--- src/design/fswp_pkg.sv ---
// Shared constants, word types and the arctangent table for the wrapped phase core.
package fswp_pkg;

  localparam int INTENSITY_BITS = 8;
  localparam int PHASE_BITS     = 16;
  localparam int CORDIC_STEPS   = 28;
  localparam int PRE_SCALE      = 20;
  localparam int ACC_BITS       = 32;
  // magnitude stays below 2^(INTENSITY_BITS + PRE_SCALE + 2) including CORDIC gain
  localparam int DATA_BITS      = INTENSITY_BITS + PRE_SCALE + 3;
  localparam int STEP_BITS      = $clog2(CORDIC_STEPS);

  localparam logic [PHASE_BITS-1:0] PHASE_ZERO          = '0;
  localparam logic [PHASE_BITS-1:0] PHASE_QUARTER       = PHASE_BITS'(1) << (PHASE_BITS - 2);
  localparam logic [PHASE_BITS-1:0] PHASE_HALF          = PHASE_BITS'(1) << (PHASE_BITS - 1);
  localparam logic [PHASE_BITS-1:0] PHASE_THREE_QUARTER = PHASE_QUARTER | PHASE_HALF;
  localparam logic [ACC_BITS-1:0]   ACC_HALF_TURN       = ACC_BITS'(1) << (ACC_BITS - 1);
  localparam logic [ACC_BITS-1:0]   ACC_ROUND           = ACC_BITS'(1) << (ACC_BITS - 1 - PHASE_BITS);

  typedef struct packed {
    logic [INTENSITY_BITS-1:0] intensity_0;
    logic [INTENSITY_BITS-1:0] intensity_1;
    logic [INTENSITY_BITS-1:0] intensity_2;
    logic [INTENSITY_BITS-1:0] intensity_3;
  } in_word_t;

  typedef struct packed {
    logic [PHASE_BITS-1:0] wrapped_phase;
    logic                  phase_undefined;
  } out_word_t;

  typedef struct packed {
    logic                        valid;
    logic                        special;
    logic                        undef;
    logic [PHASE_BITS-1:0]       fixed_phase;
    logic signed [DATA_BITS-1:0] x;
    logic signed [DATA_BITS-1:0] y;
    logic [ACC_BITS-1:0]         acc;
  } cordic_word_t;

  // atan(2^-i) in 2^-32 turn units
  function automatic logic [ACC_BITS-1:0] atan_turn(input logic [STEP_BITS-1:0] step);
    logic [ACC_BITS-1:0] val;
    case (step)
      5'd0:  val = 32'd536870912;
      5'd1:  val = 32'd316933406;
      5'd2:  val = 32'd167458907;
      5'd3:  val = 32'd85004756;
      5'd4:  val = 32'd42667331;
      5'd5:  val = 32'd21354465;
      5'd6:  val = 32'd10679838;
      5'd7:  val = 32'd5340245;
      5'd8:  val = 32'd2670163;
      5'd9:  val = 32'd1335087;
      5'd10: val = 32'd667544;
      5'd11: val = 32'd333772;
      5'd12: val = 32'd166886;
      5'd13: val = 32'd83443;
      5'd14: val = 32'd41722;
      5'd15: val = 32'd20861;
      5'd16: val = 32'd10430;
      5'd17: val = 32'd5215;
      5'd18: val = 32'd2608;
      5'd19: val = 32'd1304;
      5'd20: val = 32'd652;
      5'd21: val = 32'd326;
      5'd22: val = 32'd163;
      5'd23: val = 32'd81;
      5'd24: val = 32'd41;
      5'd25: val = 32'd20;
      5'd26: val = 32'd10;
      5'd27: val = 32'd5;
      default: val = '0;
    endcase
    return val;
  endfunction

endpackage

--- src/design/fswp_prep.sv ---
// Entry stage: intensity differences, axis cases and half-turn pre-rotation.
module fswp_prep (
  input  logic                    clk,
  input  logic                    rst_n,
  input  logic                    en,
  input  logic                    in_valid,
  input  fswp_pkg::in_word_t      in_word,
  output fswp_pkg::cordic_word_t  word_o
);

  logic signed [fswp_pkg::INTENSITY_BITS:0] dx;
  logic signed [fswp_pkg::INTENSITY_BITS:0] dy;
  logic signed [fswp_pkg::INTENSITY_BITS:0] mx;
  logic signed [fswp_pkg::INTENSITY_BITS:0] my;
  logic                                     x_zero;
  logic                                     y_zero;
  fswp_pkg::cordic_word_t                   word_nxt;
  fswp_pkg::cordic_word_t                   word_r;

  always_comb begin
    dx = $signed({1'b0, in_word.intensity_0}) - $signed({1'b0, in_word.intensity_2});
    dy = $signed({1'b0, in_word.intensity_3}) - $signed({1'b0, in_word.intensity_1});
    x_zero = (dx == '0);
    y_zero = (dy == '0);
    mx = dx[fswp_pkg::INTENSITY_BITS] ? -dx : dx;
    my = dx[fswp_pkg::INTENSITY_BITS] ? -dy : dy;

    word_nxt.valid   = in_valid;
    word_nxt.special = x_zero || y_zero;
    word_nxt.undef   = x_zero && y_zero;
    if (y_zero) begin
      word_nxt.fixed_phase = (x_zero || !dx[fswp_pkg::INTENSITY_BITS]) ?
                             fswp_pkg::PHASE_ZERO : fswp_pkg::PHASE_HALF;
    end else begin
      word_nxt.fixed_phase = dy[fswp_pkg::INTENSITY_BITS] ?
                             fswp_pkg::PHASE_THREE_QUARTER : fswp_pkg::PHASE_QUARTER;
    end
    word_nxt.x   = fswp_pkg::DATA_BITS'(mx) <<< fswp_pkg::PRE_SCALE;
    word_nxt.y   = fswp_pkg::DATA_BITS'(my) <<< fswp_pkg::PRE_SCALE;
    word_nxt.acc = dx[fswp_pkg::INTENSITY_BITS] ? fswp_pkg::ACC_HALF_TURN : '0;
  end

  always_ff @(posedge clk) begin
    if (!rst_n) begin
      word_r.valid <= 1'b0;
    end else if (en) begin
      word_r <= word_nxt;
    end
  end

  assign word_o = word_r;

endmodule

--- config.mk ---
export PLATFORM = sky130hd
export DESIGN_NAME = fswp_prep
export DESIGN_NICKNAME = d
export VERILOG_FILES = /design/src/design/fswp_pkg.sv /design/src/design/fswp_prep.sv
export SDC_FILE = /design/constraint.sdc
export NUM_CORES = 1
export LEC_CHECK = 0
export ABC_AREA = 1
export BUFFER_PORTS_ARGS = -buffer_cell sky130_fd_sc_hd__buf_2
export CAP_MARGIN = 20
export CELL_PAD_IN_SITES_DETAIL_PLACEMENT = 0
export CELL_PAD_IN_SITES_GLOBAL_PLACEMENT = 1
export CORE_ASPECT_RATIO = 0.5
export CORE_MARGIN = 2
export CORE_UTILIZATION = 31
export CTS_CLUSTER_DIAMETER = 120
export DETAILED_ROUTE_END_ITERATION = 8
export GPL_TIMING_DRIVEN = 0
export PLACE_DENSITY = 0.91
export SETUP_SLACK_MARGIN = 0.02
export SLEW_MARGIN = 25
export SYNTH_ARGS = -nofsm -noshare
export SYNTH_HDL_FRONTEND = slang
export SYNTH_SLANG_ARGS = --single-unit
--- constraint.sdc ---
create_clock -name clk -period 3.4 [get_ports clk]
set_input_delay 0.68 -clock clk [delete_from_list [all_inputs] [get_ports clk]]
set_output_delay 0.68 -clock clk [all_outputs]
set_load 0.05 [all_outputs]
# Yosys cells after proc, flatten, opt, wreduce, memory -nomap -nowiden
# Index checks and enable logic that the tools add are counted.
[word_totals] reg_bits=69 mem_bits_ro=0 latch_bits=0 n_memories=0 elab_cells=24 mem_bits_rw=0
[classes] addsub=4 shift=0 n_mux=6 n_bitwise=0 div=0 n_reduce_logical=7 n_lt_le_gt_ge=0 n_eq_ne=0 n_mul=0
[op_table] operator="2-to-1 mux 16 bit" count=3
[op_table] operator="2-to-1 mux 32 bit" count=1
[op_table] operator="logical NOT 9 bit" count=2
[op_table] operator="2-to-1 mux 9 bit" count=2
[op_table] operator="negation 9 bit" count=2
[op_table] operator="subtractor 8 x 8 -> 9 bit" count=2
[op_table] operator="logical OR 1 bit" count=2
[op_table] operator="AND reduction 2 bit" count=1
[op_table] operator="logical AND 1 bit" count=1
[op_table] operator="logical NOT 1 bit" count=1

# Longest topological paths before layout
[logic_depth] ltp_word=5 mapped_depth=16

# Worst setup path before layout
# No wires, ideal clock.
[synth_path] path_type="in2reg" start="input port in_word[0] (netlist bit)" end="register word_r (netlist bit word_o[109]) (data pin)" arrival_time_ns=2.461 path_buffers=0 path_slack_ns=0.678 setup_time_ns=0.260 stages=16 cell_sequence="inv_1 ha_1 inv_1 fa_1 inv_1 ha_1 inv_1 nor2_1 nand3_1 nor2_1 nand2_1 nor3_2 ha_1 inv_1 nand2_1 o21ai_0"
[synth_lines] item="start, declared" line="fswp_prep.sv:7" rtl="input fswp_pkg::in_word_t in_word,"
[synth_lines] item="end signal, assigned" line="fswp_prep.sv:47" rtl="word_r <= word_nxt;"
[synth_lines] item="end, declared" line="fswp_prep.sv:18" rtl="fswp_pkg::cordic_word_t word_r;"

==> metrics.cfg <==
[clock_tree]
insertion_delay_ns = 0.25
cts_num_sinks = 24
cts-root-buf = clkbuf_16
clk_pin_slew_ns = 0.06
postCtsSetupBuffers = 0
htree_levels = 1
cts_tree = yes
hold_buffers = 0
ctsResizeCount = 0
clock_path_buffers = 2
cts-buffers-inserted = 3

[power]
p_leak_nw = 2.154
power_density_mw_per_mm2 = 386.7
ir_drop_v = 0.0002154
p_total_mw = 1.410

[global_routing]
antenna_found_initial = 0
grt_use_total = 0.09887
grt_max_degree = 24
grt_overflow = 0
grt_first_pass_wirelength_um = 8031
grt_pass1_vias = 1918

[finish]
fillers = 893
num_antenna_cells = 0
largest_reg_flops = 24
final_layout_size_suffix_gt1_frac = 0.3599
final_nets = 575
area_growth_pct = 31.14

[synth]
synthFlopType = edfxtp_1
yosysSeqAreaShare = 0.2556
yosysMostFrequentCell = buf_4
ys_types = 32
synth_area_leaders = edfxtp_1, buf_4, ha_1
netlist_top_cells_count = buf_4, nand2_1, inv_1, edfxtp_1, ha_1
synthArstFlopShare = 0
synth-edff-count = 23
yosys.area.top_type_share = 0.2484
synth-seq-cells = 24
synth_area_sq_mm = 0.002780
ys_warn_count = 0
yosys.area.top_type = edfxtp_1
syn_avg_cell_area_sq_um = 7.659
syn_inst = 363

[outcome]
outcome = finished clean

[worst_setup_path]
path_max_fanout = 3
required_ns = 3.40
critical_path_class = primary input to flop
crit_path_end_kind = flop
worst_setup_path_start_kind = primary input
cp.arrival_ns = 2.78

[job]
cap_violations = 0

[timing]
min_period_over_period = 0.8157
slew_headroom = 0.4469
tightestPinTransition_ns = 0.8288
rsz0062_at_grt = no
tns_ns = 0
max_freq_mhz = 360.6
fin_skew_ns = 0
hold_viol = 0
slew_violations = 0
min_period_ns = 2.773
setup_viol = 0

[drt]
ant_nets = 0
wire_per_inst_um = 7.815
dr.pass1.iters = 4
drc = 0
vias_per_cell = 3.532
finalWirelength_um = 4931
vias = 2229
drt_iter0_drc = 89

[floorplan]
die_x_um = 137.9
start_util = 0.3193
row_count = 24
coreArea_sq_mm = 0.008708
ios = 149
die_area_sq_mm = 0.009788
dieHeight_um = 70.97

[place]
hpwlAfterDp_um = 4410
place.gp.congestion = 0.7762
portBuffers = 63

[hold_path]
hold_path.class = flop to flop

==> cells in the final DEF, fill, tap and decap left out, types with 2 or more instances in the layout <==
master     count
o21ai_0        5
o21ai_1        2
nand3b_1       6
buf_2         63
nand2_1       71
a21oi_1       11
nor2_1        15
ha_1          22
xor2_1         3
buf_4         89
o21a_1         2
nand3_1       21
edfxtp_1      23
nand2_2        6
xnor2_1        3
fa_1           2
nor2_2         4
a21oi_2        3
conb_1        85
inv_1         52
nor3_2         2
nand3_2        4
inv_2          4
nand4_1        3
clkbuf_16      3
==> area by class of cell <==
cell class	instances	area, sq um	area share
plain buffers	91	694.4	0.1905
flip-flops and latches	24	710.7	0.1949
clock buffers	4	88.84	0.02437
repair buffers	63	315.3	0.08648
inverters	57	214.0	0.05868
well taps	117	146.4	0.04015
multi-input cells	275	1476	0.4049
==> metal layers <==
layer | GRT usage | vias to the layer above | part of all wire
met3 | 0.007885 | 4 | 0.067
met1 | 0.1324 | 881 | 0.46
met5 | 0 | - | 0
met4 | 0.02721 | 0 | 0.0095
li1 | - | 1271 | -
met2 | 0.1722 | 73 | 0.46
==> worst paths after layout <==
path               start          end  slack (ns)  depth (start not counted)
max           in_word[0]  word_o[111]        0.63                         15
min          word_o[112]  word_o[112]        0.56                          2
max reg2reg  word_o[112]  word_o[112]        2.76                          2
min reg2reg  word_o[112]  word_o[112]        0.56                          2
==> per-stage QoR <==
stage | util | area [sq um] | hold WS, ns | setup slack, ns | std cells
2_1_floorplan | - | 3095 | 0.7535 | 0.6785 | 447
3_3_place_gp | 0.4085 | 3557 | 0.5125 | 0.4111 | 627
3_5_place_dp | 0.4085 | 3557 | 0.5370 | 0.3646 | 627
4_1_cts | 0.4187 | 3646 | 0.5571 | 0.6304 | 631
5_1_grt | 0.4187 | 3646 | 0.6114 | 0.4514 | 631
6_report | 0.4187 | 3646 | 0.5577 | 0.6265 | 631
==> critical path, cell delays in order <==
cell,delay (ns)
buf_2,0.09
inv_1,0.07
ha_1,0.15
inv_1,0.05
fa_1,0.41
nand2_1,0.11
nand2_1,0.08
nand3_1,0.09
nand2_1,0.06
nand2_1,0.08
nand2_1,0.07
a21oi_1,0.27
inv_1,0.08
ha_1,0.21
or2_2,0.29
==> power breakdown <==
group          leakage [nW]  internal [mW]  total [mW]  switching [mW]
Combinational          1.89          0.219       0.760           0.542
Clock                0.0442          0.180       0.272          0.0923
Sequential            0.222          0.371       0.378         0.00680
==> cells by family after synthesis <==
family                     after synthesis  synth area share
AOI/OAI and AO/OA                       23           0.04725
xor gates and xnor gates                 6           0.01891
adders and majority gates               24            0.1134
buffers and inverters                  148            0.3267
DFF                                     24            0.2556
other                                    1          0.001349
and+or+nand+nor                        137            0.2367
Note: power is estimated with default switching activity, not from simulation.
