File: src/design/fswp_pkg.sv
// Shared constants, word types and the arctangent table for the wrapped phase core.
package fswp_pkg;

  localparam int INTENSITY_BITS = 8;
  localparam int PHASE_BITS     = 16;
  localparam int CORDIC_STEPS   = 28;
  localparam int PRE_SCALE      = 20;
  localparam int ACC_BITS       = 32;
  // magnitude stays below 2^(INTENSITY_BITS + PRE_SCALE + 2) including CORDIC gain
  localparam int DATA_BITS      = INTENSITY_BITS + PRE_SCALE + 3;
  localparam int STEP_BITS      = $clog2(CORDIC_STEPS);

  localparam logic [PHASE_BITS-1:0] PHASE_ZERO          = '0;
  localparam logic [PHASE_BITS-1:0] PHASE_QUARTER       = PHASE_BITS'(1) << (PHASE_BITS - 2);
  localparam logic [PHASE_BITS-1:0] PHASE_HALF          = PHASE_BITS'(1) << (PHASE_BITS - 1);
  localparam logic [PHASE_BITS-1:0] PHASE_THREE_QUARTER = PHASE_QUARTER | PHASE_HALF;
  localparam logic [ACC_BITS-1:0]   ACC_HALF_TURN       = ACC_BITS'(1) << (ACC_BITS - 1);
  localparam logic [ACC_BITS-1:0]   ACC_ROUND           = ACC_BITS'(1) << (ACC_BITS - 1 - PHASE_BITS);

  typedef struct packed {
    logic [INTENSITY_BITS-1:0] intensity_0;
    logic [INTENSITY_BITS-1:0] intensity_1;
    logic [INTENSITY_BITS-1:0] intensity_2;
    logic [INTENSITY_BITS-1:0] intensity_3;
  } in_word_t;

  typedef struct packed {
    logic [PHASE_BITS-1:0] wrapped_phase;
    logic                  phase_undefined;
  } out_word_t;

  typedef struct packed {
    logic                        valid;
    logic                        special;
    logic                        undef;
    logic [PHASE_BITS-1:0]       fixed_phase;
    logic signed [DATA_BITS-1:0] x;
    logic signed [DATA_BITS-1:0] y;
    logic [ACC_BITS-1:0]         acc;
  } cordic_word_t;

  // atan(2^-i) in 2^-32 turn units
  function automatic logic [ACC_BITS-1:0] atan_turn(input logic [STEP_BITS-1:0] step);
    logic [ACC_BITS-1:0] val;
    case (step)
      5'd0:  val = 32'd536870912;
      5'd1:  val = 32'd316933406;
      5'd2:  val = 32'd167458907;
      5'd3:  val = 32'd85004756;
      5'd4:  val = 32'd42667331;
      5'd5:  val = 32'd21354465;
      5'd6:  val = 32'd10679838;
      5'd7:  val = 32'd5340245;
      5'd8:  val = 32'd2670163;
      5'd9:  val = 32'd1335087;
      5'd10: val = 32'd667544;
      5'd11: val = 32'd333772;
      5'd12: val = 32'd166886;
      5'd13: val = 32'd83443;
      5'd14: val = 32'd41722;
      5'd15: val = 32'd20861;
      5'd16: val = 32'd10430;
      5'd17: val = 32'd5215;
      5'd18: val = 32'd2608;
      5'd19: val = 32'd1304;
      5'd20: val = 32'd652;
      5'd21: val = 32'd326;
      5'd22: val = 32'd163;
      5'd23: val = 32'd81;
      5'd24: val = 32'd41;
      5'd25: val = 32'd20;
      5'd26: val = 32'd10;
      5'd27: val = 32'd5;
      default: val = '0;
    endcase
    return val;
  endfunction

endpackage

File: src/design/fswp_cordic_cell.sv
// One CORDIC vectoring micro-rotation with its pipeline register.
module fswp_cordic_cell (
  input  logic                                clk,
  input  logic                                rst_n,
  input  logic                                en,
  input  logic [fswp_pkg::STEP_BITS-1:0]      step_idx,
  input  fswp_pkg::cordic_word_t              word_i,
  output fswp_pkg::cordic_word_t              word_o
);

  logic signed [fswp_pkg::DATA_BITS-1:0] xs;
  logic signed [fswp_pkg::DATA_BITS-1:0] ys;
  logic [fswp_pkg::ACC_BITS-1:0]         ang;
  logic                                  y_pos;
  fswp_pkg::cordic_word_t                word_nxt;
  fswp_pkg::cordic_word_t                word_r;

  always_comb begin
    xs    = word_i.x >>> step_idx;
    ys    = word_i.y >>> step_idx;
    ang   = fswp_pkg::atan_turn(step_idx);
    y_pos = !word_i.y[fswp_pkg::DATA_BITS-1] && (word_i.y != '0);
    word_nxt = word_i;
    if (y_pos) begin
      word_nxt.x   = word_i.x + ys;
      word_nxt.y   = word_i.y - xs;
      word_nxt.acc = word_i.acc + ang;
    end else begin
      word_nxt.x   = word_i.x - ys;
      word_nxt.y   = word_i.y + xs;
      word_nxt.acc = word_i.acc - ang;
    end
  end

  always_ff @(posedge clk) begin
    if (!rst_n) begin
      word_r.valid <= 1'b0;
    end else if (en) begin
      word_r <= word_nxt;
    end
  end

  assign word_o = word_r;

endmodule

File: config.mk
export PLATFORM = sky130hd
export DESIGN_NAME = fswp_cordic_cell
export DESIGN_NICKNAME = d
export VERILOG_FILES = /design/src/design/fswp_pkg.sv /design/src/design/fswp_cordic_cell.sv
export SDC_FILE = /design/constraint.sdc
export NUM_CORES = 1
export LEC_CHECK = 0
export ABC_AREA = 1
export BUFFER_PORTS_ARGS = -buffer_cell sky130_fd_sc_hd__buf_2
export CAP_MARGIN = 15
export CELL_PAD_IN_SITES_DETAIL_PLACEMENT = 2
export CELL_PAD_IN_SITES_GLOBAL_PLACEMENT = 2
export CORE_MARGIN = 5
export CORE_UTILIZATION = 35
export DETAILED_ROUTE_END_ITERATION = 10
export PLACE_DENSITY = 0.93
export SETUP_SLACK_MARGIN = 0.3
export SLEW_MARGIN = 10
export SYNTH_ARGS = -nofsm -noshare
export SYNTH_HDL_FRONTEND = slang
export SYNTH_SLANG_ARGS = --single-unit
File: constraint.sdc
create_clock -name clk -period 8.8 [get_ports clk]
set_input_delay 1.76 -clock clk [delete_from_list [all_inputs] [get_ports clk]]
set_output_delay 1.76 -clock clk [all_outputs]
set_load 0.05 [all_outputs]
Word-level counts from Yosys, hierarchy flattened
Memories as Yosys holds them, arrays and structs flattened. Cells that the tools add are included.

Input bits: 121. Memory bits (read-only): 960. Output and inout port bits: 113. Word-level logic and storage cells: 21. Register bits: 113. Memories: 1.

Memories: (name not given) (words 32, width 30, rd ports 1, clocked after memory_dff 0, wr ports 0, RTL line fswp_pkg.sv:45) `case (step)`.

Reductions and logical operators: 4. $add $sub $neg: 6. Mux-type cells: 1. Shifts and indexed selects: 2.

Operator list (number): $mux W94 (1); $add A31 B31 Y31 (2); $sshr A31 B5 Y31 (2); $sub A31 B31 Y31 (2); $add A32 B32 Y32 (1); $sub A32 B32 Y32 (1); $reduce_bool A31 Y1 (1); $reduce_and A2 Y1 (1); $logic_and A1 B1 Y1 (1); $logic_not A1 Y1 (1).

Logic depth before layout (Yosys ltp)
Gate-level depths: netlist of run 1.

Word-level depth: 3. Gate-level depth with buffers: 34.

Worst setup path after synthesis of run 1
OpenSTA, ideal clock, no wires.

Kind: input-to-reg. From: input port step_idx[0] (netlist name). To: register word_r, in the netlist word_o[60] (data pin). Stages on the path: 27. Path buffers: 2. Library setup time: 0.252 ns. Data arrival time: 5.407 ns. Required time: 8.548 ns. Setup slack: 3.141 ns. Path through: buf_6 > buf_8 > or2_1 > o21ai_2 > nand2_1 > nand3_1 > nand3_1 > and2_1 > a21oi_4 > ha_1 > inv_1 > nor2_1 > nand2_1 > nor2_2 > nand2_2 > nand2_1 > xor2_1 > ha_1 > nand2_1 > nor4_1 > a21oi_1 > o21ai_0 > a31oi_1 > o21ai_0 > nand3_1 > nand3_1 > nand2_1.

RTL lines: start: declaration (RTL line fswp_cordic_cell.sv:6) `input logic [fswp_pkg::STEP_BITS-1:0] step_idx,`; end signal: assignment (RTL line fswp_cordic_cell.sv:39) `word_r <= word_nxt;`; end: declaration (RTL line fswp_cordic_cell.sv:16) `fswp_pkg::cordic_word_t word_r;`.

==> out/qor.yml, run 1 <==
place_congestion: 0.947
crit_fanout: 43
path_class: "in -> reg"
rr_worst_depth: 2
hold_viol: 0
comb_power_share: 0.535
p_sw_uw: 1640
grt_max_degree: 73
ios: 234
largest_register_ffs: 113
die_y_microns: 219
synth_top_family_by_area: "simple AND/OR/NAND/NOR gates"
clock_latency_ns: 0.49
port-buffer-count: 233
postPlaceCellArea_sq_mm: 0.0167
cp_common_cell: "o21ai_0"
initial_core_util: 0.353
yosys.area_share.simple: 0.357
rr_endpoint: "word_o[112]"
slowest_delay_ns: 0.62
core_area_sq_mm: 0.0431
areaGrowthSynthToFinish_pct: 14.1
powerDensity_mw_per_mm2: 190
clock_sinks: 113
yosys.area_share.adder: 0.0952
layout-drive-gt1-share: 0.148
max_slew.worst_pin.slew_ns: 0.937
fin_crit_sh: 0.844
wl_per_cell_microns: 24.0
cap_violations: 0
ys.flop_type: "edfxtp_1"
slew_headroom: 0.375
cp_data_arrival_time_ns: 7.64
viasPerCell: 5.66
nets: 2757
min_path_type: "reg -> reg"
stdcell_area_sq_mm: 0.0174
r2r-start: "word_o[112]"
whs_ns: 0.692
drv_slew: 0
cts_tree: "done"
routed_wl_mm: 74.9
final_common_cell: "nand2_1"
synth-edff-count: 112
fillers: 5405
post-cts-setup-buffer-count: 0
end_kind: "register"
clkPwrFrac: 0.237
setup_violations: 0
path_cells: "buf_2, inv_2, nor2_2, buf_4, inv_1, o221ai_1, o21ai_0, xor2_1, inv_1, ha_1, nand2_1, o21ai_0, a21oi_1, o21ai_0, a21boi_0, o21ai_0, xor2_1"
multi_input_area_sq_mm: 0.0104
cp-startpoint: "step_idx[3]"
start_kind: "input port"
dp_cells: 3088
avgSynthCellArea_sq_um: 6.53
total_leakage_power_uw: 0.00853
cp_slowest_cell: "buf_2"
synth_xor_area_frac: 0.0880
cts_buffers: 17
seqCellArea_sq_mm: 0.00338
fin_cells: 3125
skew_ns: 0
first_pass_iters: 5
die-area_sq_mm: 0.0478
drc_errors: 0
drtIter0Drc: 1233
synth-async-reset-ratio: 0
ys_seq_elements: 113
grt_usage: 0.307
detail-route-antenna-nets: 0
synth.distinct_cells: 59
power_frac_seq: 0.228
htree_levels: 4
via_count: 17700
cts_root_buf: "clkbuf_16"
die_w_microns: 219
max_clock_freq_ghz: 0.135
peakVddDrop_v: 0.000104
synthMuxAreaShare: 0
rsz0062_at_grt: "false"
cts_buffer_depth: 2
ys_warn_count: 0
grt_overflow_total: 0
synth_fp_nets: 2568
hpwl_mm: 59.8
cts_resized: 0
holdBufCountCts: 0
antenna_found_initial: 4
required_ns: 9.01
grt_pass1_vias: 19600
placementRows: 76
grt_pass1_wl_mm: 114
yosysSeqAreaShare: 0.222
syn_area_sq_mm: 0.0152
clk_pin_slew_ns: 0.07
outcome: "completed"
p_int_uw: 1670
critPathCapture: "word_o[22]"
fin_crit_ns: 7.43
r2r_slack_ns: 8.01
finalSetupTns_ns: 0
synth_compound_area_frac: 0.140
final_cell_mix: "694 x nand2_1, 262 x nand3_1, 244 x inv_1, 233 x buf_2, 170 x nor2_1"
syn_inst: 2333
switching_share: 0.494
through the flow:
| step | power (uW) | worst slack [ns] | utilization |
|---|---|---|---|
| floorplan | 1960 | 3.14 | - |
| global route | 3470 | 1.13 | 0.403 |
| finish | 3310 | 1.37 | 0.403 |
| CTS | 3310 | 1.66 | 0.403 |
| global placement | 2350 | 1.72 | 0.389 |
| detailed placement | 2490 | 1.36 | 0.389 |
power groups by stage:
stage               clock, uW  sequential [uW]  combinational (uW)
floorplan                   0             1040                 918
global placement            0              756                1600
detailed placement          0              765                1720
CTS                       796              758                1760
global route              819              762                1890
finish                    783              755                1770
worst min-delay path by stage:
stage,cells past startpoint,start,to
floorplan,2,word_o[112],word_o[112]
global placement,2,word_o[112],word_o[112]
detailed placement,2,word_o[112],word_o[112]
CTS,2,word_o[112],word_o[112]
global route,2,word_o[112],word_o[112]
finish,2,word_o[112],word_o[112]
logic make-up after synthesis:
kind of cell / Yosys count
buffers and inverters: 336
and+or+nand+nor: 1256
adders and majority gates: 114
xor gates and xnor gates: 153
DFF: 113
AOI/OAI and AO/OA: 361
synthesized netlist by cell type, drive strengths merged (2+ instances only):
| library cell | number | share of area |
|---|---|---|
| a211oi | 4 | 0.0020 |
| a21boi | 11 | 0.0054 |
| a21o | 3 | 0.0015 |
| a21oi | 136 | 0.047 |
| a221oi | 4 | 0.0023 |
| a31oi | 21 | 0.0086 |
| and2 | 3 | 0.0012 |
| buf | 62 | 0.029 |
| clkbuf | 15 | 0.0037 |
| edfxtp | 112 | 0.22 |
| fa | 3 | 0.0039 |
| ha | 111 | 0.091 |
| inv | 258 | 0.064 |
| nand2 | 719 | 0.18 |
| nand3 | 272 | 0.093 |
| nand3b | 2 | 0.00099 |
| nand4 | 24 | 0.0099 |
| nor2 | 191 | 0.053 |
| nor3 | 23 | 0.0079 |
| nor4 | 12 | 0.0049 |
| o2111ai | 3 | 0.0017 |
| o211ai | 17 | 0.0090 |
| o21a | 10 | 0.0049 |
| o21ai | 130 | 0.045 |
| o21bai | 8 | 0.0039 |
| o221ai | 5 | 0.0029 |
| o22ai | 3 | 0.0012 |
| o31ai | 2 | 0.0016 |
| or2 | 9 | 0.0037 |
| xnor2 | 52 | 0.030 |
| xor2 | 101 | 0.058 |
worst max-delay path, delay by kind of cell:
family          cells  cell delay (ns)
simple gates        2             0.48
buf+inv             5             1.83
compound gates      7             2.81
xor+xnor            2             0.36
fa+ha+maj           1             0.37
per-layer routing:
metal / GRT usage / routed length, microns / up-vias
met1: 0.348 / 29600 / 8818
met2: 0.566 / 38500 / 524
li1: - / - / 8131
met3: 0.0417 / 3000 / 200
met5: 0 / 0 / -
met4: 0.148 / 3730 / 0
cell type report:
cell class | instances | share of cell area
sequential | 113 | 0.195
inverter | 259 | 0.0567
timing repair buffer | 247 | 0.0732
antenna | 5 | 0.000720
clock inverter | 15 | 0.0114
tap | 585 | 0.0421
clock buffer | 17 | 0.0245
multi-input combinational | 1884 | 0.597
Note: power is estimated with default switching activity, not from simulation.
==> run 2: changes to the inputs <==
--- a/config.mk
+++ b/config.mk
@@ -11,9 +11,9 @@
 export CELL_PAD_IN_SITES_DETAIL_PLACEMENT = 2
 export CELL_PAD_IN_SITES_GLOBAL_PLACEMENT = 2
 export CORE_MARGIN = 5
-export CORE_UTILIZATION = 35
+export CORE_UTILIZATION = 32
 export DETAILED_ROUTE_END_ITERATION = 10
-export PLACE_DENSITY = 0.93
+export PLACE_DENSITY = 0.86
 export SETUP_SLACK_MARGIN = 0.3
 export SLEW_MARGIN = 10
 export SYNTH_ARGS = -nofsm -noshare
==> constraint.sdc (replaced) <==
create_clock -name clk -period 6.9 [get_ports clk]
set_input_delay 1.38 -clock clk [delete_from_list [all_inputs] [get_ports clk]]
set_output_delay 1.38 -clock clk [all_outputs]
set_load 0.05 [all_outputs]
==> run 2 against run 1 <==
Net effect:
- cell area is 1.0% higher
- utilization down 3.3 points
- register-to-register slack lost 1.8 ns
- global-route usage decreased by 4.1 points
==> out/qor.yml, run 2 (synthesis gave the netlist of run 1 again) <==
clock_latency_ns: 0.47
viasPerCell: 5.45
wl_met3_mm: 2.40
die-area_sq_mm: 0.0520
crit_fanout: 33
drv_slew: 0
p_sw_uw: 2000
wl_met2_mm: 36.7
drc_errors: 0
cts_root_buf: "clkbuf_16"
die_y_microns: 228
grt_pass1_vias: 19000
powerDensity_mw_per_mm2: 232
comb_power_share: 0.545
clock_sinks: 113
via_count: 17300
place_congestion: 0.926
grt_max_degree: 63
peakVddDrop_v: 0.000116
cts_tree: "done"
finalSetupTns_ns: 0
hold_viol: 0
total_leakage_power_uw: 0.00862
die_w_microns: 228
start_kind: "input port"
wl_met1_mm: 29.5
min_path_type: "reg -> reg"
port-buffer-count: 233
grt_overflow_total: 0
setup_violations: 0
antenna_found_initial: 2
detail-route-antenna-nets: 0
rr_worst_depth: 2
fillers: 5863
initial_core_util: 0.321
dr.max_layer_used: "met5"
hpwl_mm: 58.9
grt_pass1_wl_mm: 110
nets: 2782
r2r_slack_ns: 6.25
wl_per_cell_microns: 22.4
final_common_cell: "nand2_1"
ios: 234
grt_usage: 0.266
stdcell_area_sq_mm: 0.0176
cap_violations: 0
max_clock_freq_ghz: 0.161
end_kind: "register"
hold_depth: 2
final_cell_mix: "694 x nand2_1, 262 x nand3_1, 244 x inv_1, 233 x buf_2, 170 x nor2_1"
holdCritStartpoint: "word_o[112]"
placementRows: 80
fin_util: 0.370
clk_pin_slew_ns: 0.06
max_slew.worst_pin.slew_ns: 0.839
layout-drive-gt1-share: 0.156
fin_crit_ns: 6.21
drtIter0Drc: 762
skew_ns: 0
core_area_sq_mm: 0.0474
rr_endpoint: "word_o[112]"
routed_wl_mm: 71.3
switching_share: 0.492
htree_levels: 4
cts_buffer_depth: 2
p_int_uw: 2070
rsz0062_at_grt: "false"
first_pass_iters: 6
fin_crit_sh: 0.901
holdPathEnd: "word_o[112]"
required_ns: 7.11
clkPwrFrac: 0.219
r2r-start: "word_o[112]"
cts_buffers: 17
postPlaceCellArea_sq_mm: 0.0170
path_class: "in -> reg"
slew_headroom: 0.441
areaGrowthSynthToFinish_pct: 15.3
cp_data_arrival_time_ns: 6.42
whs_ns: 0.576
outcome: "completed"
largest_register_ffs: 113
power_frac_seq: 0.236
[run 2: how the worst max path moves through the flow]
| stage | from | endpoint | cells past startpoint |
|---|---|---|---|
| 2_1_floorplan | step_idx[0] | word_o[60] | 27 |
| 3_3_place_gp | step_idx[0] | word_o[60] | 27 |
| 3_5_place_dp | step_idx[1] | word_o[26] | 27 |
| 4_1_cts | step_idx[0] | word_o[22] | 26 |
| 5_1_grt | step_idx[0] | word_o[22] | 26 |
| 6_report | step_idx[0] | word_o[22] | 26 |
[run 2: final cells by class]
cell class	instances	area, sq um	area share
Multi-Input combinational cell	1884	10400	0.591
Sequential cell	113	3380	0.193
Timing Repair Buffer	272	1480	0.0845
Inverter	259	985	0.0561
Tap cell	615	769	0.0438
Clock buffer	18	429	0.0244
Clock inverter	14	131	0.00748
Antenna cell	1	2.50	0.000143
[run 2: timing repair]
action / in CTS / in global routing
hold buffers: 0 / 0
buffers inserted: 0 / 0
setup endpoints to repair: 0 / 2
resized for setup: 0 / 2
[run 2: critical path, stage by stage]
cell and delay, ns:
buf_2 0.14, inv_6 0.24, buf_4 0.36, ha_1 0.32, nor2_1 0.16, nor2_1 0.09
inv_1 0.09, a21oi_1 0.06, a31oi_1 0.17, nand2_1 0.14, inv_2 0.09, nand3_2 0.11
nor2_4 0.21, a21oi_1 0.12, xnor2_1 0.20, inv_1 0.06, ha_1 0.38, nand2_1 0.07
inv_1 0.06, a21oi_1 0.11, o21ai_0 0.42, a21oi_1 0.23, o21ai_0 0.53, a21boi_0 0.27
o21ai_0 0.28, xor2_1 0.11
[run 2: metal layers]
metal,GRT usage,vias up
li1,-,8186
met1,0.307,8590
met2,0.492,370
met3,0.0429,151
met4,0.102,2
met5,0,-
[run 2: power groups by stage]
| stage | logic (uW) | clock network [uW] | registers [uW] |
|---|---|---|---|
| detailed placement | 2190 | 0 | 974 |
| global placement | 2070 | 0 | 963 |
| global route | 2400 | 942 | 969 |
| CTS | 2210 | 921 | 961 |
| finish | 2220 | 892 | 959 |
| floorplan | 1170 | 0 | 1320 |
[run 2: through the flow]
stage	setup WS [ns]	power (uW)	std cells
final	0.686	4070	3176
after global routing	0.324	4320	3176
after CTS	0.746	4100	3175
after detailed placement	0.252	3160	3143
after global placement	0.659	3030	3143
after floorplan	1.62	2500	2333
==> run 3: changes to the inputs <==
--- a/config.mk
+++ b/config.mk
@@ -10,7 +10,7 @@
 export CAP_MARGIN = 15
 export CELL_PAD_IN_SITES_DETAIL_PLACEMENT = 2
 export CELL_PAD_IN_SITES_GLOBAL_PLACEMENT = 2
-export CORE_MARGIN = 5
+export CORE_MARGIN = 3
 export CORE_UTILIZATION = 32
 export DETAILED_ROUTE_END_ITERATION = 10
 export PLACE_DENSITY = 0.86
==> run 3 against run 2 <==
Net effect:
- clock skew is the same
- utilization grew 0.51 points
- power grew 1.5%
- largest cell class unchanged
- register-to-register slack lost 0.02 ns
- sequential power is essentially flat
- highest routed layer is now met4
- worst hold slack gained 0.020 ns
==> out/qor.yml, run 3 (synthesis gave the netlist of run 1 again) <==
comb_power_share: 0.537
antenna_found_initial: 2
grt_pass1_wl_mm: 110
r2r_slack_ns: 6.23
htree_levels: 4
detail-route-antenna-nets: 0
cap_violations: 0
dr.max_layer_used: "met4"
whs_ns: 0.596
switching_share: 0.488
postPlaceCellArea_sq_mm: 0.0169
cts_buffer_depth: 2
cp_common_cell: "nand2_1"
wl_met3_mm: 2.14
finalSetupTns_ns: 0
crit_family: "simple AND/OR/NAND/NOR gates"
p_int_uw: 2120
core_area_sq_mm: 0.0468
r2r-start: "word_o[112]"
min_path_type: "reg -> reg"
rr_endpoint: "word_o[112]"
cts_buffers: 17
ios: 234
cts_resized: 0
drc_errors: 0
rsz0062_at_grt: "false"
areaGrowthSynthToFinish_pct: 15.2
outcome: "completed"
clock_sinks: 113
skew_ns: 0
holdCritStartpoint: "word_o[112]"
wl_per_cell_microns: 22.5
hold_depth: 2
grt_pass1_vias: 19100
crit_buf_inv: 6
final_cell_mix: "694 x nand2_1, 262 x nand3_1, 244 x inv_1, 233 x buf_2, 170 x nor2_1"
required_ns: 7.13
slowest_delay_ns: 0.41
nets: 2771
peakVddDrop_v: 0.000161
total_leakage_power_uw: 0.00860
placementRows: 79
power_frac_seq: 0.232
rr_worst_depth: 2
holdPathEnd: "word_o[112]"
grt_usage: 0.279
viasPerCell: 5.48
die_y_microns: 224
drv_slew: 0
wl_met1_mm: 29.4
fin_crit_ns: 6.18
cts_tree: "done"
setup_violations: 0
layout-drive-gt1-share: 0.153
cp_slowest_cell: "ha_1"
cts_root_buf: "clkbuf_16"
initial_core_util: 0.326
holdBufCountCts: 0
hold_viol: 0
first_pass_iters: 5
max_slew.worst_pin.slew_ns: 0.851
grt_overflow_total: 0
drtIter0Drc: 1042
wl_met2_mm: 36.8
max_clock_freq_ghz: 0.162
stdcell_area_sq_mm: 0.0175
fin_util: 0.375
end_kind: "register"
fin_crit_sh: 0.896
start_kind: "input port"
path_class: "in -> reg"
fillers: 5815
cp_data_arrival_time_ns: 6.41
routed_wl_mm: 71.0
grt_max_degree: 73
largest_register_ffs: 113
post-cts-setup-buffer-count: 0
p_sw_uw: 2010
crit_fanout: 57
port-buffer-count: 233
place_congestion: 0.915
die_w_microns: 224
clk_pin_slew_ns: 0.06
die-area_sq_mm: 0.0502
clkPwrFrac: 0.231
clock_latency_ns: 0.46
slew_headroom: 0.433
via_count: 17300
final_common_cell: "nand2_1"
powerDensity_mw_per_mm2: 235
hpwl_mm: 58.3
[run 3: cell types whose count changed in the layout (fill, tap and decap cells not counted), sizes merged]
cell      change
bufinv        +1
inv           +2
buf          -11
clkinvlp      -3
diode         +1
[run 3: how the worst max path moves through the flow]
stage	startpoint	endpoint	slack, ns	depth (start not counted)
2_1_floorplan	step_idx[0]	word_o[60]	1.62	27
4_1_cts	step_idx[0]	word_o[60]	0.85	30
3_3_place_gp	step_idx[0]	word_o[62]	0.70	30
3_5_place_dp	step_idx[0]	word_o[60]	0.44	30
5_1_grt	step_idx[0]	word_o[60]	0.36	30
6_report	step_idx[0]	word_o[60]	0.72	30
[run 3: power by group through the flow]
| stage | combinational (uW) | sequential, uW | clock [uW] |
|---|---|---|---|
| finish | 2220 | 959 | 953 |
| CTS | 2210 | 962 | 978 |
| global placement | 2060 | 963 | 0 |
| global route | 2400 | 968 | 1000 |
| detailed placement | 2180 | 975 | 0 |
| floorplan | 1170 | 1320 | 0 |
[run 3: layout make-up]
cell class	instances	area, sq um	share of cell area
Inverter	259	985	0.0562
Tap cell	607	759	0.0433
Timing Repair Buffer	261	1430	0.0813
Sequential cell	113	3380	0.193
Multi-Input combinational cell	1884	10400	0.591
Clock buffer	18	439	0.0250
Clock inverter	14	169	0.00963
Antenna cell	2	5.00	0.000285
[run 3: routing by layer]
layer | vias up | track usage
li1 | 8147 | -
met1 | 8621 | 0.326
met2 | 386 | 0.517
met3 | 137 | 0.0349
met4 | 0 | 0.111
met5 | - | 0
[run 3: worst min-delay path, delay by kind of cell, from the launching register on]
kind / cells / cell delay (ns)
AO/OA/AOI/OAI: 2 / 0.23
flip-flops: 1 / 0.32
[run 3: metrics by stage]
step / power, uW / worst slack [ns] / cells
global placement: 3020 / 0.700 / 3124
CTS: 4150 / 0.851 / 3156
finish: 4130 / 0.718 / 3158
detailed placement: 3150 / 0.437 / 3124
floorplan: 2500 / 1.62 / 2333
global route: 4370 / 0.358 / 3158
