**src/design/fswp_pkg.sv**
```systemverilog
// Shared constants, word types and the arctangent table for the wrapped phase core.
package fswp_pkg;

  localparam int INTENSITY_BITS = 8;
  localparam int PHASE_BITS     = 16;
  localparam int CORDIC_STEPS   = 28;
  localparam int PRE_SCALE      = 20;
  localparam int ACC_BITS       = 32;
  // magnitude stays below 2^(INTENSITY_BITS + PRE_SCALE + 2) including CORDIC gain
  localparam int DATA_BITS      = INTENSITY_BITS + PRE_SCALE + 3;
  localparam int STEP_BITS      = $clog2(CORDIC_STEPS);

  localparam logic [PHASE_BITS-1:0] PHASE_ZERO          = '0;
  localparam logic [PHASE_BITS-1:0] PHASE_QUARTER       = PHASE_BITS'(1) << (PHASE_BITS - 2);
  localparam logic [PHASE_BITS-1:0] PHASE_HALF          = PHASE_BITS'(1) << (PHASE_BITS - 1);
  localparam logic [PHASE_BITS-1:0] PHASE_THREE_QUARTER = PHASE_QUARTER | PHASE_HALF;
  localparam logic [ACC_BITS-1:0]   ACC_HALF_TURN       = ACC_BITS'(1) << (ACC_BITS - 1);
  localparam logic [ACC_BITS-1:0]   ACC_ROUND           = ACC_BITS'(1) << (ACC_BITS - 1 - PHASE_BITS);

  typedef struct packed {
    logic [INTENSITY_BITS-1:0] intensity_0;
    logic [INTENSITY_BITS-1:0] intensity_1;
    logic [INTENSITY_BITS-1:0] intensity_2;
    logic [INTENSITY_BITS-1:0] intensity_3;
  } in_word_t;

  typedef struct packed {
    logic [PHASE_BITS-1:0] wrapped_phase;
    logic                  phase_undefined;
  } out_word_t;

  typedef struct packed {
    logic                        valid;
    logic                        special;
    logic                        undef;
    logic [PHASE_BITS-1:0]       fixed_phase;
    logic signed [DATA_BITS-1:0] x;
    logic signed [DATA_BITS-1:0] y;
    logic [ACC_BITS-1:0]         acc;
  } cordic_word_t;

  // atan(2^-i) in 2^-32 turn units
  function automatic logic [ACC_BITS-1:0] atan_turn(input logic [STEP_BITS-1:0] step);
    logic [ACC_BITS-1:0] val;
    case (step)
      5'd0:  val = 32'd536870912;
      5'd1:  val = 32'd316933406;
      5'd2:  val = 32'd167458907;
      5'd3:  val = 32'd85004756;
      5'd4:  val = 32'd42667331;
      5'd5:  val = 32'd21354465;
      5'd6:  val = 32'd10679838;
      5'd7:  val = 32'd5340245;
      5'd8:  val = 32'd2670163;
      5'd9:  val = 32'd1335087;
      5'd10: val = 32'd667544;
      5'd11: val = 32'd333772;
      5'd12: val = 32'd166886;
      5'd13: val = 32'd83443;
      5'd14: val = 32'd41722;
      5'd15: val = 32'd20861;
      5'd16: val = 32'd10430;
      5'd17: val = 32'd5215;
      5'd18: val = 32'd2608;
      5'd19: val = 32'd1304;
      5'd20: val = 32'd652;
      5'd21: val = 32'd326;
      5'd22: val = 32'd163;
      5'd23: val = 32'd81;
      5'd24: val = 32'd41;
      5'd25: val = 32'd20;
      5'd26: val = 32'd10;
      5'd27: val = 32'd5;
      default: val = '0;
    endcase
    return val;
  endfunction

endpackage

```
**src/design/fswp_round.sv**
```systemverilog
// Output stage: rounds the turn accumulator and selects axis results.
module fswp_round (
  input  logic                    clk,
  input  logic                    rst_n,
  input  logic                    en,
  input  fswp_pkg::cordic_word_t  word_i,
  output logic                    out_valid,
  output fswp_pkg::out_word_t     out_word
);

  logic [fswp_pkg::ACC_BITS-1:0] acc_sum;
  fswp_pkg::out_word_t           res_nxt;
  fswp_pkg::out_word_t           res_r;
  logic                          valid_r;

  always_comb begin
    acc_sum = word_i.acc + fswp_pkg::ACC_ROUND;
    res_nxt.phase_undefined = word_i.undef && word_i.special;
    if (word_i.special) begin
      res_nxt.wrapped_phase = word_i.fixed_phase;
    end else begin
      res_nxt.wrapped_phase = acc_sum[fswp_pkg::ACC_BITS-1 -: fswp_pkg::PHASE_BITS];
    end
  end

  always_ff @(posedge clk) begin
    if (!rst_n) begin
      valid_r <= 1'b0;
    end else if (en) begin
      valid_r <= word_i.valid;
      res_r   <= res_nxt;
    end
  end

  assign out_valid = valid_r;
  assign out_word  = res_r;

endmodule
```
**config.mk**
```make
export PLATFORM = sky130hd
export DESIGN_NAME = fswp_round
export DESIGN_NICKNAME = d
export VERILOG_FILES = /design/src/design/fswp_pkg.sv /design/src/design/fswp_round.sv
export SDC_FILE = /design/constraint.sdc
export NUM_CORES = 1
export LEC_CHECK = 0
export BUFFER_PORTS_ARGS = -buffer_cell sky130_fd_sc_hd__buf_2
export CAP_MARGIN = 25
export CORE_MARGIN = 4
export CORE_UTILIZATION = 30
export CTS_CLUSTER_SIZE = 8
export DETAILED_ROUTE_END_ITERATION = 10
export GPL_TIMING_DRIVEN = 0
export PLACE_DENSITY = 0.88
export SYNTH_ARGS = -nofsm -noshare
export SYNTH_HDL_FRONTEND = slang
export SYNTH_SLANG_ARGS = --single-unit
```
**constraint.sdc**
```tcl
create_clock -name clk -period 1.75 [get_ports clk]
set_clock_uncertainty 0.05 [all_clocks]
set_input_delay 0.0875 -clock clk [delete_from_list [all_inputs] [get_ports clk]]
set_output_delay 0.0875 -clock clk [all_outputs]
set_load 0.01 [all_outputs]
```
Yosys cells after proc, flatten, opt, wreduce, memory -nomap -nowiden
Index checks and enable logic that the tools add are counted.
{ "totals": {"output_inout_bits": 18, "reg_bits": 18, "input_bits": 116} }
{ "classes": {"reduce_logical": 2, "n_addsub": 1, "muxes": 1} }
{ "op_table": {"columns": ["op", "n"], "rows": [
  ["32-bit by 16-bit adder with 32-bit output (second input constant)", 1],
  ["16-bit 2-to-1 mux", 1],
  ["2-bit AND reduction", 1],
  ["1-bit logical AND", 1]
]} }

Depth between registers and ports, before layout
Gate-level depths: netlist of run 1.
{ "logic_depth": {"ltp_word": 2, "depth_mapped": 5, "ltp_nobuf": 5} }

Worst setup path after synthesis of run 1
Ideal clock, no wire load.
{ "synth_timing": {"kind": "input -> register", "from": "input word_i[15] (netlist name)", "to": "register res_r (netlist bit out_word[14]) (data pin)", "arrival_time_ns": 0.953, "path_stages": 5, "required_time_ns": 1.440, "slack_ns": 0.487, "path_buffers": 0, "cell_sequence": "ha_1 > nand3_1 > nor4_4 > xor2_1 > mux2_2"} }
{ "synth_rtl": {"columns": ["element", "line_no", "rtl"], "rows": [
  ["start: declaration", "fswp_round.sv:6", "input fswp_pkg::cordic_word_t word_i,"],
  ["end signal: assignment", "fswp_round.sv:31", "res_r <= res_nxt;"],
  ["end: declaration", "fswp_round.sv:13", "fswp_pkg::out_word_t res_r;"]
]} }

Worst setup path in the final report of run 1
{ "layout_timing": {"from": "input rst_n", "to": "register res_r (netlist bit out_word[0]), enable pin"} }
{ "layout_between": {"elab_chain_cells": 1} }
{ "layout_lines": {"columns": ["element", "line_no", "rtl"], "rows": [
  ["start: declaration", "fswp_round.sv:4", "input logic rst_n,"],
  ["2-bit AND reduction (no line)", null, null]
]} }
No other way between the ends.
A chain may end at the register's enable or synchronous reset.

==> metrics.md, run 1 <==
| Metric | Value |
|---|---|
| Cts repair resizes | `0` |
| Core ar. | `3390 um2` |
| CP Data Arrival Time | `1.30 ns` |
| Share of power burned in registers | `0.534` |
| Worst-margin pin slew | `between 0.7 and 0.8 ns` |
| Post-Syn Nets | `219` |
| Pwr per Cell Area | `between 600 and 700 nW/um2` |
| Via count | `~970` |
| Initial antenna violation count | `0` |
| Worst-path clk slew | `0.10 ns` |
| Via density | `approximately 4.6` |
| Max Cap Viol | `0` |
| Initial core utilization | `0.316` |
| Avg Cell Area, Syn | `10.5 um2` |
| Boundary Pins | `about 130` |
| Status | `finished clean` |
| Most frequent cells in the layout | `buf_2, nand2_1, edfxtp_1, nand3_1, o21ai_0` |
| Final period utilization | `0.815` |
| Seq cells post-synth | `18` |
| Worst EP required | `between 1.5 and 2 ns` |
| Die Span Y | `slightly below 70 um` |
| Commonest non-fill, non-tap cell in the layout | `buf_2` |
| Slew Limit Headroom | `0.512` |
| Area growth syn-to-layout | `36.8%` |
| WL/cell | `between 10 and 15 um` |
| Mapped Area | `around 1100 um2` |
| Starting DRT DRC Count | `35` |
| Routed Antenna Nets | `0` |
| DRC | `0` |
| Yosys cell types | `28` |
| IO buf count | `56` |
| Nets | `282` |
| Setup violations, final | `0` |
| # clock sinks | `18` |
| Worst Setup End Kind | `flip-flop` |
| Clock tree buffer depth | `2` |
| Setup_tns | `0 ns` |
| Seq/Total Area, Yosys | `0.495` |
| Die span in x | `a little under 70 um` |
| Power Internal | `between 700 and 800 uW` |
| Combinational Power Share | `0.209` |
| Compound-Gate Fraction of Synth Area | `0.0700` |
| CTS tree | `built` |
| Pre-antenna DRT Iters | `4` |
| CP max FO | `17` |
| First-pass GRT wire length | `4.20 mm` |
| Num rows | `21` |
| Synth warnings | `0` |
| Clock power share | `0.257` |
| Final hold violation count | `0` |
| Yosys top cell area share | `0.476` |
| Fraction of layout cells with a size suffix above 1 | `0.415` |
| Skew-Pair Late Insertion Delay | `0.28 ns` |
| Adder-cell share of the synthesized area | `0.0117` |
| CP Launch Type | `input pin` |
| Area leader, netlist | `edfxtp_1` |
| Post-route minimum period | `1.43 ns` |
| CTS root buffer | `clkbuf_4` |
| Leakage power | `0.596 nW` |
| Mapped Cells | `around 100` |
| Half-perimeter wire length after placement | `between 2 and 2.5 mm` |
| Vias in the first global route | `967` |
| Area contributors post-synth | `edfxtp_1, nand2_1, xnor2_1, xor2_1, nand4_4` |
| Synth Area in XOR/XNOR | `0.106` |
| Largest net degree at the start of global routing | `18` |
| Max IR drop VDD | `205 uV` |
| Grt ovf | `0` |
| Max Fclk | `between 700 and 800 MHz` |
| Worst Hold Class | `input pin to flip-flop` |
| CTS Buf Count | `3` |
| Switching Share | `0.248` |
| CP Class | `input pin to flip-flop` |
| Post-synthesis mux area share | `0.0303` |
| Die ar. | `roughly 4600 um2` |
| Post-synthesis simple-gate area fraction | `0.270` |
| Fin util | `0.433` |
| Gr usage total | `0.121` |
| Total net switching power | `about 240 uW` |
| # diodes | `0` |
| Final wirelength | `about 2.7 mm` |
| Largest family of logic cells by synthesized area | `simple AND/OR/NAND/NOR gates` |
| H-tree depth | `1` |
| RD Place Congestion | `just over 0.8` |
| Post-CTS Setup Bufs | `0` |
| Unrepaired setup endpoints after global routing | `false` |
| Slew Limit Fails | `0` |
==> path summary, 6_finish.rpt <==
| check | slack, ns | cells past startpoint | to | startpoint |
|---|---|---|---|---|
| max | 0.32 | 3 | out_word[0] | rst_n |
| max reg2reg | 0.55 | 3 | out_valid | out_valid |
| min reg2reg | 1.04 | 3 | out_valid | out_valid |
| min | 0.03 | 3 | out_word[7] | word_i[100] |
==> power by group through the flow <==
stage                     clock network [mW]  registers (mW)  logic (mW)
after floorplan                            0           0.544      0.0700
after global placement                     0           0.524       0.193
after detailed placement                   0           0.526       0.198
after CTS                              0.258           0.516       0.202
after global routing                   0.272           0.519       0.225
final                                  0.248           0.515       0.201
==> through the flow <==
step	instances	cell area [um2]	power [mW]	setup WS (ns)	hold WS [ns]
6_report	210	1470	0.965	0.324	0.0298
5_1_grt	210	1470	1.02	0.214	0.0222
4_1_cts	210	1470	0.976	0.295	0.0155
3_5_place_dp	204	1410	0.724	0.225	0.263
3_3_place_gp	204	1410	0.717	0.288	0.266
2_1_floorplan	102	1070	0.614	0.487	0.166
==> Yosys cell counts <==
| cell type | number |
|---|---|
| and3_1 | 1 |
| edfxtp_1 | 17 |
| and2_1 | 2 |
| nand4_4 | 2 |
| nand4_1 | 3 |
| inv_1 | 2 |
| mux2_2 | 2 |
| nor2_1 | 5 |
| nor3_1 | 3 |
| clkbuf_1 | 3 |
| nor4_4 | 1 |
| xor2_1 | 6 |
| dfxtp_1 | 1 |
| mux2i_1 | 1 |
| o21ai_0 | 8 |
| o21ai_1 | 4 |
| nand3_1 | 8 |
| nand3b_1 | 1 |
| nor2b_1 | 1 |
| ha_1 | 1 |
| a21oi_1 | 1 |
| and3_2 | 1 |
| nand2b_1 | 1 |
| a311o_1 | 1 |
| xnor2_1 | 7 |
| and4_2 | 1 |
| nor4_2 | 1 |
| nand2_1 | 17 |
==> state kept, by name, indices dropped and copies added, names as in the netlist <==
signal     count
out_word      17
out_valid      1
==> cell families (layout without fill, tap and decap cells) <==
| kind of cell | count (synthesis) | count (layout) |
|---|---|---|
| simple gates | 48 | 48 |
| fa+ha+maj | 1 | 1 |
| xor+xnor | 13 | 13 |
| flops | 18 | 18 |
| mux | 3 | 3 |
| compound gates | 14 | 14 |
| buf+inv | 5 | 67 |
==> critical path, cell delays in order <==
cell,delay [ns]
dlygate4sd3_1,0.52
buf_2,0.10
and2_1,0.59
==> final cells by class <==
type,instances,area [um2]
Fill cell,344,1920
Inverter,2,7.51
Multi-Input combinational cell,79,523
Clock buffer,4,36.3
Tap cell,46,57.6
Sequential cell,18,531
Timing Repair Buffer,58,300
Buffer,3,11.3
==> per-layer routing <==
metal	track usage	share of wire
met1	0.148	0.41
met2	0.199	0.47
met3	0.0250	0.10
met4	0.0596	0.013
met5	0	0
==> what timing repair did <==
action | 4_1_cts | 5_1_grt
hold endpoints to repair | 1 | 0
hold buffers | 2 | 0
setup endpoints to repair | 0 | 0
Power figures use the tool's default switching activity.
==> run 2: changes to the inputs <==
--- a/config.mk
+++ b/config.mk
@@ -8,7 +8,7 @@
 export BUFFER_PORTS_ARGS = -buffer_cell sky130_fd_sc_hd__buf_2
 export CAP_MARGIN = 25
 export CORE_MARGIN = 4
-export CORE_UTILIZATION = 30
+export CORE_UTILIZATION = 29
 export CTS_CLUSTER_SIZE = 8
 export DETAILED_ROUTE_END_ITERATION = 10
 export GPL_TIMING_DRIVEN = 0
==> constraint.sdc (replaced) <==
create_clock -name clk -period 1.25 [get_ports clk]
set_clock_uncertainty 0.05 [all_clocks]
set_input_delay 0.0625 -clock clk [delete_from_list [all_inputs] [get_ports clk]]
set_output_delay 0.0625 -clock clk [all_outputs]
set_load 0.01 [all_outputs]
==> run 2 against run 1 <==
Effect of this change:
- core utilization shrank 0.26 points
- power up 52%
- sequential cell count unchanged
- die area increased by 3.0%
- count of clock-buffer cells in the layout unchanged
- critical path type unchanged
- critical endpoint is now out_word[16]
- highest routed layer unchanged
==> metrics.md, run 2 (synthesis results as in run 1) <==
| Metric | Value |
|---|---|
| CP Class | `input pin to flip-flop` |
| RR Startpoint | `out_valid` |
| Boundary Pins | `134 (unchanged)` |
| Via count | `977 (+0.83%)` |
| CTS root buffer | `clkbuf_8` |
| Layout Cells excl Fill | `209 (-0.48%)` |
| Setup WS pre-CTS | `-0.248 ns (-0.472 ns)` |
| DRC | `0 (unchanged)` |
| Max Cap Viol | `0 (unchanged)` |
| Setup violations, final | `0 (unchanged)` |
| Initial antenna violation count | `0 (unchanged)` |
| Worst EP required | `1.20 ns (-0.43 ns)` |
| CTS Buf Count | `3 (unchanged)` |
| Max IR drop VDD | `276 uV (+35%)` |
| Most frequent cells in the layout | `buf_2, nand2_1, edfxtp_1, o21ai_0` |
| IO buf count | `56 (unchanged)` |
| Slew Limit Headroom | `0.511 (-0.000837)` |
| Final wirelength | `2.77 mm (+3.4%)` |
| Final hold violation count | `0 (unchanged)` |
| Routed Antenna Nets | `0 (unchanged)` |
| Unrepaired setup endpoints after global routing | `false` |
| WHS | `0.0255 ns (-0.00428 ns)` |
| Slew Limit Fails | `0 (unchanged)` |
| RD Place Congestion | `0.813 (-1.4%)` |
| Crit-path cells | `buf_2 -> ha_1 -> nand3_2 -> nor2_1 -> a311o_1 -> nand3_1` |
| Setup_tns | `0 ns (unchanged)` |
| Pre-antenna DRT Iters | `4 (unchanged)` |
| Num rows | `21 (unchanged)` |
| Worst Setup End Kind | `flip-flop` |
| Number of flip-flops under the largest register name | `17 (unchanged)` |
| Cells after DPL | `204 (unchanged)` |
| H-tree depth | `1 (unchanged)` |
| CP Launch Type | `input pin` |
| Worst Hold Class | `input pin to flip-flop` |
| Starting DRT DRC Count | `23 (-34%)` |
| Die Span Y | `68.8 um (+1.5%)` |
| Die span in x | `68.8 um (+1.5%)` |
| Max Fclk | `around 870 MHz` |
| # clock sinks | `18 (unchanged)` |
| CP max FO | `4 (-13)` |
| Skew-Pair Late Insertion Delay | `0.25 ns (-0.03 ns)` |
| Fin worst setup slack | `0.101 ns (-0.223 ns)` |
| Final period utilization | `0.919` |
| Clock tree buffer depth | `2 (unchanged)` |
| Via density | `4.67 (+1.3%)` |
| Hold Startpoint | `word_i[112]` |
| Leakage power | `0.599 nW (+0.38%)` |
| First-pass GRT wire length | `4.30 mm (+2.3%)` |
| Critical path's largest stage delay | `0.24 ns (-0.35 ns)` |
| Fraction of layout cells with a size suffix above 1 | `0.423 (+0.00868)` |
| Worst-margin pin slew | `0.734 ns (+0.00126 ns)` |
| Post-CTS Setup Bufs | `0 (unchanged)` |
| Gr usage total | `0.123 (+0.00276)` |
| Post-route minimum period | `approximately 1.1 ns` |
| Initial core utilization | `0.312 (-0.00483)` |
| Largest net degree at the start of global routing | `18 (unchanged)` |
| Vias in the first global route | `949 (-1.9%)` |
| Status | `finished clean` |
| Max stage delay cell, worst path | `ha_1` |
| Pwr per Cell Area | `992 nW/um2 (+51%)` |
| WL/cell | `13.3 um (+3.9%)` |
| Area growth syn-to-layout | `38.0%` |
| Critical path origin | `word_i[15]` |
| CP Data Arrival Time | `1.09 ns (-0.21 ns)` |
| Commonest non-fill, non-tap cell in the layout | `buf_2` |
| Worst-path clk slew | `0.07 ns (-0.03 ns)` |
| CTS tree | `built` |
| Grt ovf | `0 (unchanged)` |
| Nets | `281 (-0.35%)` |
| Total power | `1.47 mW (+52%)` |
| # diodes | `0 (unchanged)` |
| Core ar. | `3440 um2 (+1.6%)` |
| Die ar. | `4730 um2 (+3.0%)` |
[run 2: layout make-up]
cell class / count / area (um2)
tap: 46 / 57.6
multi-input combinational: 79 / 528
fill: 354 / 1960
sequential: 18 / 531
buffer: 3 / 11.3
clock buffer: 4 / 55.1
timing repair buffer: 57 / 290
inverter: 2 / 7.51
[run 2: worst max-delay path: cells and delay by family]
| family | cells | cell delay, ns |
|---|---|---|
| AO/OA/AOI/OAI | 1 | 0.21 |
| adder cells (fa/ha/maj) | 1 | 0.24 |
| buffers and inverters | 1 | 0.10 |
| AND/OR/NAND/NOR | 3 | 0.48 |
[run 2: per-stage QoR]
| step | util | cell area [um2] |
|---|---|---|
| after floorplan | - | 1070 |
| after global placement | 0.410 | 1410 |
| after detailed placement | 0.410 | 1410 |
| after CTS | 0.429 | 1480 |
| after global routing | 0.430 | 1480 |
| final | 0.430 | 1480 |
[run 2: worst paths after layout]
| path | end | slack, ns | cells after the start |
|---|---|---|---|
| max | out_word[16] | 0.10 | 6 |
| min | out_valid | 0.03 | 3 |
| max reg2reg | out_valid | 0.62 | 2 |
| min reg2reg | out_valid | 0.47 | 2 |
[run 2: metal layers]
| layer | part of all wire | vias to the layer above | GRT usage |
|---|---|---|---|
| li1 | - | 492 | - |
| met1 | 0.42 | 437 | 0.150 |
| met2 | 0.46 | 44 | 0.201 |
| met3 | 0.096 | 4 | 0.0276 |
| met4 | 0.019 | 0 | 0.0657 |
| met5 | 0 | - | 0 |
[run 2: report_power, final]
group	total, mW	switching [mW]	internal (mW)
sequential	0.722	0.00904	0.713
clock	0.467	0.188	0.279
combinational	0.279	0.155	0.124
total	1.47	0.352	1.12
[run 2: repair_timing]
item / in CTS / in global routing
resized for setup: 0 / 1
endpoints found under the hold margin: 1 / 0
setup endpoints to repair: 0 / 4
hold buffers: 1 / 0
==> run 3: changes to the inputs <==
--- a/config.mk
+++ b/config.mk
@@ -12,6 +12,7 @@
 export CTS_CLUSTER_SIZE = 8
 export DETAILED_ROUTE_END_ITERATION = 10
 export GPL_TIMING_DRIVEN = 0
+export MAX_ROUTING_LAYER = met4
 export PLACE_DENSITY = 0.88
 export SYNTH_ARGS = -nofsm -noshare
 export SYNTH_HDL_FRONTEND = slang
==> run 3 against run 2 <==
Effect of this change:
- sequential power hardly changed
- setup slack gained 0.028 ns
- die area stayed put
- core utilization unchanged
- critical path depth unchanged
- register-to-register slack about the same
- sequential share of layout area stayed put
- combinational power hardly changed
- hold slack is essentially flat
- largest cell class unchanged
- largest power group unchanged
==> metrics.md, run 3 (synthesis results as in run 1) <==
| Metric | Value |
|---|---|
| Status | `finished clean` |
| Fin worst setup slack | `0.130 ns (+0.0282 ns)` |
| Unrepaired setup endpoints after global routing | `false` |
| Starting DRT DRC Count | `44 (+91%)` |
| Initial antenna violation count | `0 (unchanged)` |
| Grt ovf | `0 (unchanged)` |
| Post-CTS Setup Bufs | `0 (unchanged)` |
| Setup WS pre-CTS | `-0.209 ns (+0.0385 ns)` |
| Setup violations, final | `0 (unchanged)` |
| Leakage power | `0.599 nW (unchanged)` |
| WL/cell | `12.7 um (-4.5%)` |
| Setup_tns | `0 ns (unchanged)` |
| H-tree depth | `1 (unchanged)` |
| Slew Limit Fails | `0 (unchanged)` |
| # clock sinks | `18 (unchanged)` |
| Skew-Pair Late Insertion Delay | `0.25 ns (about the same)` |
| Nets | `281 (unchanged)` |
| Combinational Power Share | `0.190 (about the same)` |
| Post-route minimum period | `1.12 ns (-0.0282 ns)` |
| # fillers | `341 (-3.7%)` |
| Initial core utilization | `0.312 (unchanged)` |
| Routed Antenna Nets | `0 (unchanged)` |
| Die ar. | `4730 um2 (unchanged)` |
| Max Cap Viol | `0 (unchanged)` |
| Vias in the first global route | `953 (+0.42%)` |
| Core ar. | `3440 um2 (unchanged)` |
| Power Internal | `1.12 mW (about the same)` |
| Half-perimeter wire length after placement | `2.21 mm` |
| Largest net degree at the start of global routing | `18 (unchanged)` |
| Switching Share | `0.236 (-0.00325)` |
| Via density | `4.46 (-4.6%)` |
| R2R Setup Slk | `0.62 ns (about the same)` |
| Worst-path clk slew | `0.07 ns (about the same)` |
| Gr usage total | `0.123 (-0.000397)` |
| Final wirelength | `2.65 mm (-4.5%)` |
| Clock power share | `0.316 (-0.002)` |
| DRC | `0 (unchanged)` |
| Max IR drop VDD | `303 uV (+9.9%)` |
| CP Class | `input pin to flip-flop` |
| # diodes | `0 (unchanged)` |
| Most frequent cells in the layout | `buf_2, nand2_1, edfxtp_1, o21ai_0` |
| Number of flip-flops under the largest register name | `17 (unchanged)` |
| Total net switching power | `345 uW (-1.8%)` |
| Slew Limit Headroom | `0.512 (+0.00157)` |
| Pwr per Cell Area | `988 nW/um2 (-0.46%)` |
| CTS root buffer | `clkbuf_8` |
| Area growth syn-to-layout | `38.0% (unchanged)` |
| Worst Hold Class | `input pin to flip-flop` |
| CP Data Arrival Time | `1.07 ns (-0.02 ns)` |
| Total power | `1.46 mW (-0.46%)` |
| Num rows | `21 (unchanged)` |
| Via count | `932 (-4.6%)` |
| Fraction of layout cells with a size suffix above 1 | `0.423 (unchanged)` |
| Fin util | `0.430 (unchanged)` |
| Final hold violation count | `0 (unchanged)` |
| Share of power burned in registers | `0.494 (+0.002)` |
| CTS tree | `built` |
| CP max FO | `4 (unchanged)` |
| Cells after DPL | `204 (unchanged)` |
| Layout Cells excl Fill | `209 (unchanged)` |
| First-pass GRT wire length | `4.18 mm (-2.7%)` |
| Boundary Pins | `134 (unchanged)` |
| CTS Buf Count | `3 (unchanged)` |
| Pre-antenna DRT Iters | `4 (unchanged)` |
| IO buf count | `56 (unchanged)` |
| Max Fclk | `893 MHz (+2.5%)` |
| Worst EP required | `1.20 ns (about the same)` |
| RD Place Congestion | `0.831 (+2.2%)` |
| Worst Setup End Kind | `flip-flop` |
| Worst-margin pin slew | `0.732 ns (-0.00235 ns)` |
| CP Launch Type | `input pin` |
| Commonest non-fill, non-tap cell in the layout | `buf_2` |
| Die Span Y | `68.8 um (unchanged)` |
| Die span in x | `68.8 um (unchanged)` |
| Final period utilization | `0.896 (-0.0226)` |
| Clock tree buffer depth | `2 (unchanged)` |
[run 3: final cells by class]
type	instances	area, um2	share of cell area
sequential	18	531	0.358
tap	46	57.6	0.0389
inverter	2	7.51	0.00507
timing repair buffer	57	290	0.196
multi-input combinational	79	528	0.357
buffer	3	11.3	0.00761
clock buffer	4	55.1	0.0372
[run 3: repair_timing]
item	4_1_cts	5_1_grt
setup endpoints to repair	0	5
resized for setup	0	1
hold endpoints to repair	1	0
hold buffers	1	0
[run 3: power by group through the flow]
| stage | Sequential (mW) | Combinational, mW | Clock [mW] |
|---|---|---|---|
| final | 0.722 | 0.278 | 0.462 |
| after global routing | 0.726 | 0.312 | 0.501 |
| after CTS | 0.723 | 0.280 | 0.478 |
| after detailed placement | 0.736 | 0.277 | 0 |
| after global placement | 0.734 | 0.270 | 0 |
| after floorplan | 0.762 | 0.0980 | 0 |
[run 3: worst max-delay path, stage by stage]
cell     delay [ns]
buf_2          0.10
ha_1           0.24
nand3_2        0.15
nor4_4         0.16
xor2_1         0.09
mux2_2         0.26
[run 3: layer usage]
metal  part of all wire  global-route usage  vias to the layer above  routed length (um)
li1                   -                   -                      490                   -
met1               0.43               0.151                      396                1150
met2               0.45               0.197                       44                1200
met3               0.10              0.0194                        2                 264
met4              0.014              0.0584                        0                  36
met5                  0                   -                        -                   0
[run 3: worst paths after layout]
kind	from	endpoint	cells past startpoint
worst max register to register	out_valid	out_valid	2
worst min-delay path	word_i[112]	out_valid	3
worst min register to register	out_valid	out_valid	2
worst max-delay path	word_i[15]	out_word[14]	6
[run 3: stage by stage]
| stage | instance area (um2) | hold WS, ns |
|---|---|---|
| 4_1_cts | 1480 | 0.0227 |
| 3_5_place_dp | 1410 | 0.250 |
| 6_report | 1480 | 0.0251 |
| 3_3_place_gp | 1410 | 0.241 |
| 5_1_grt | 1480 | 0.0530 |
| 2_1_floorplan | 1070 | 0.141 |
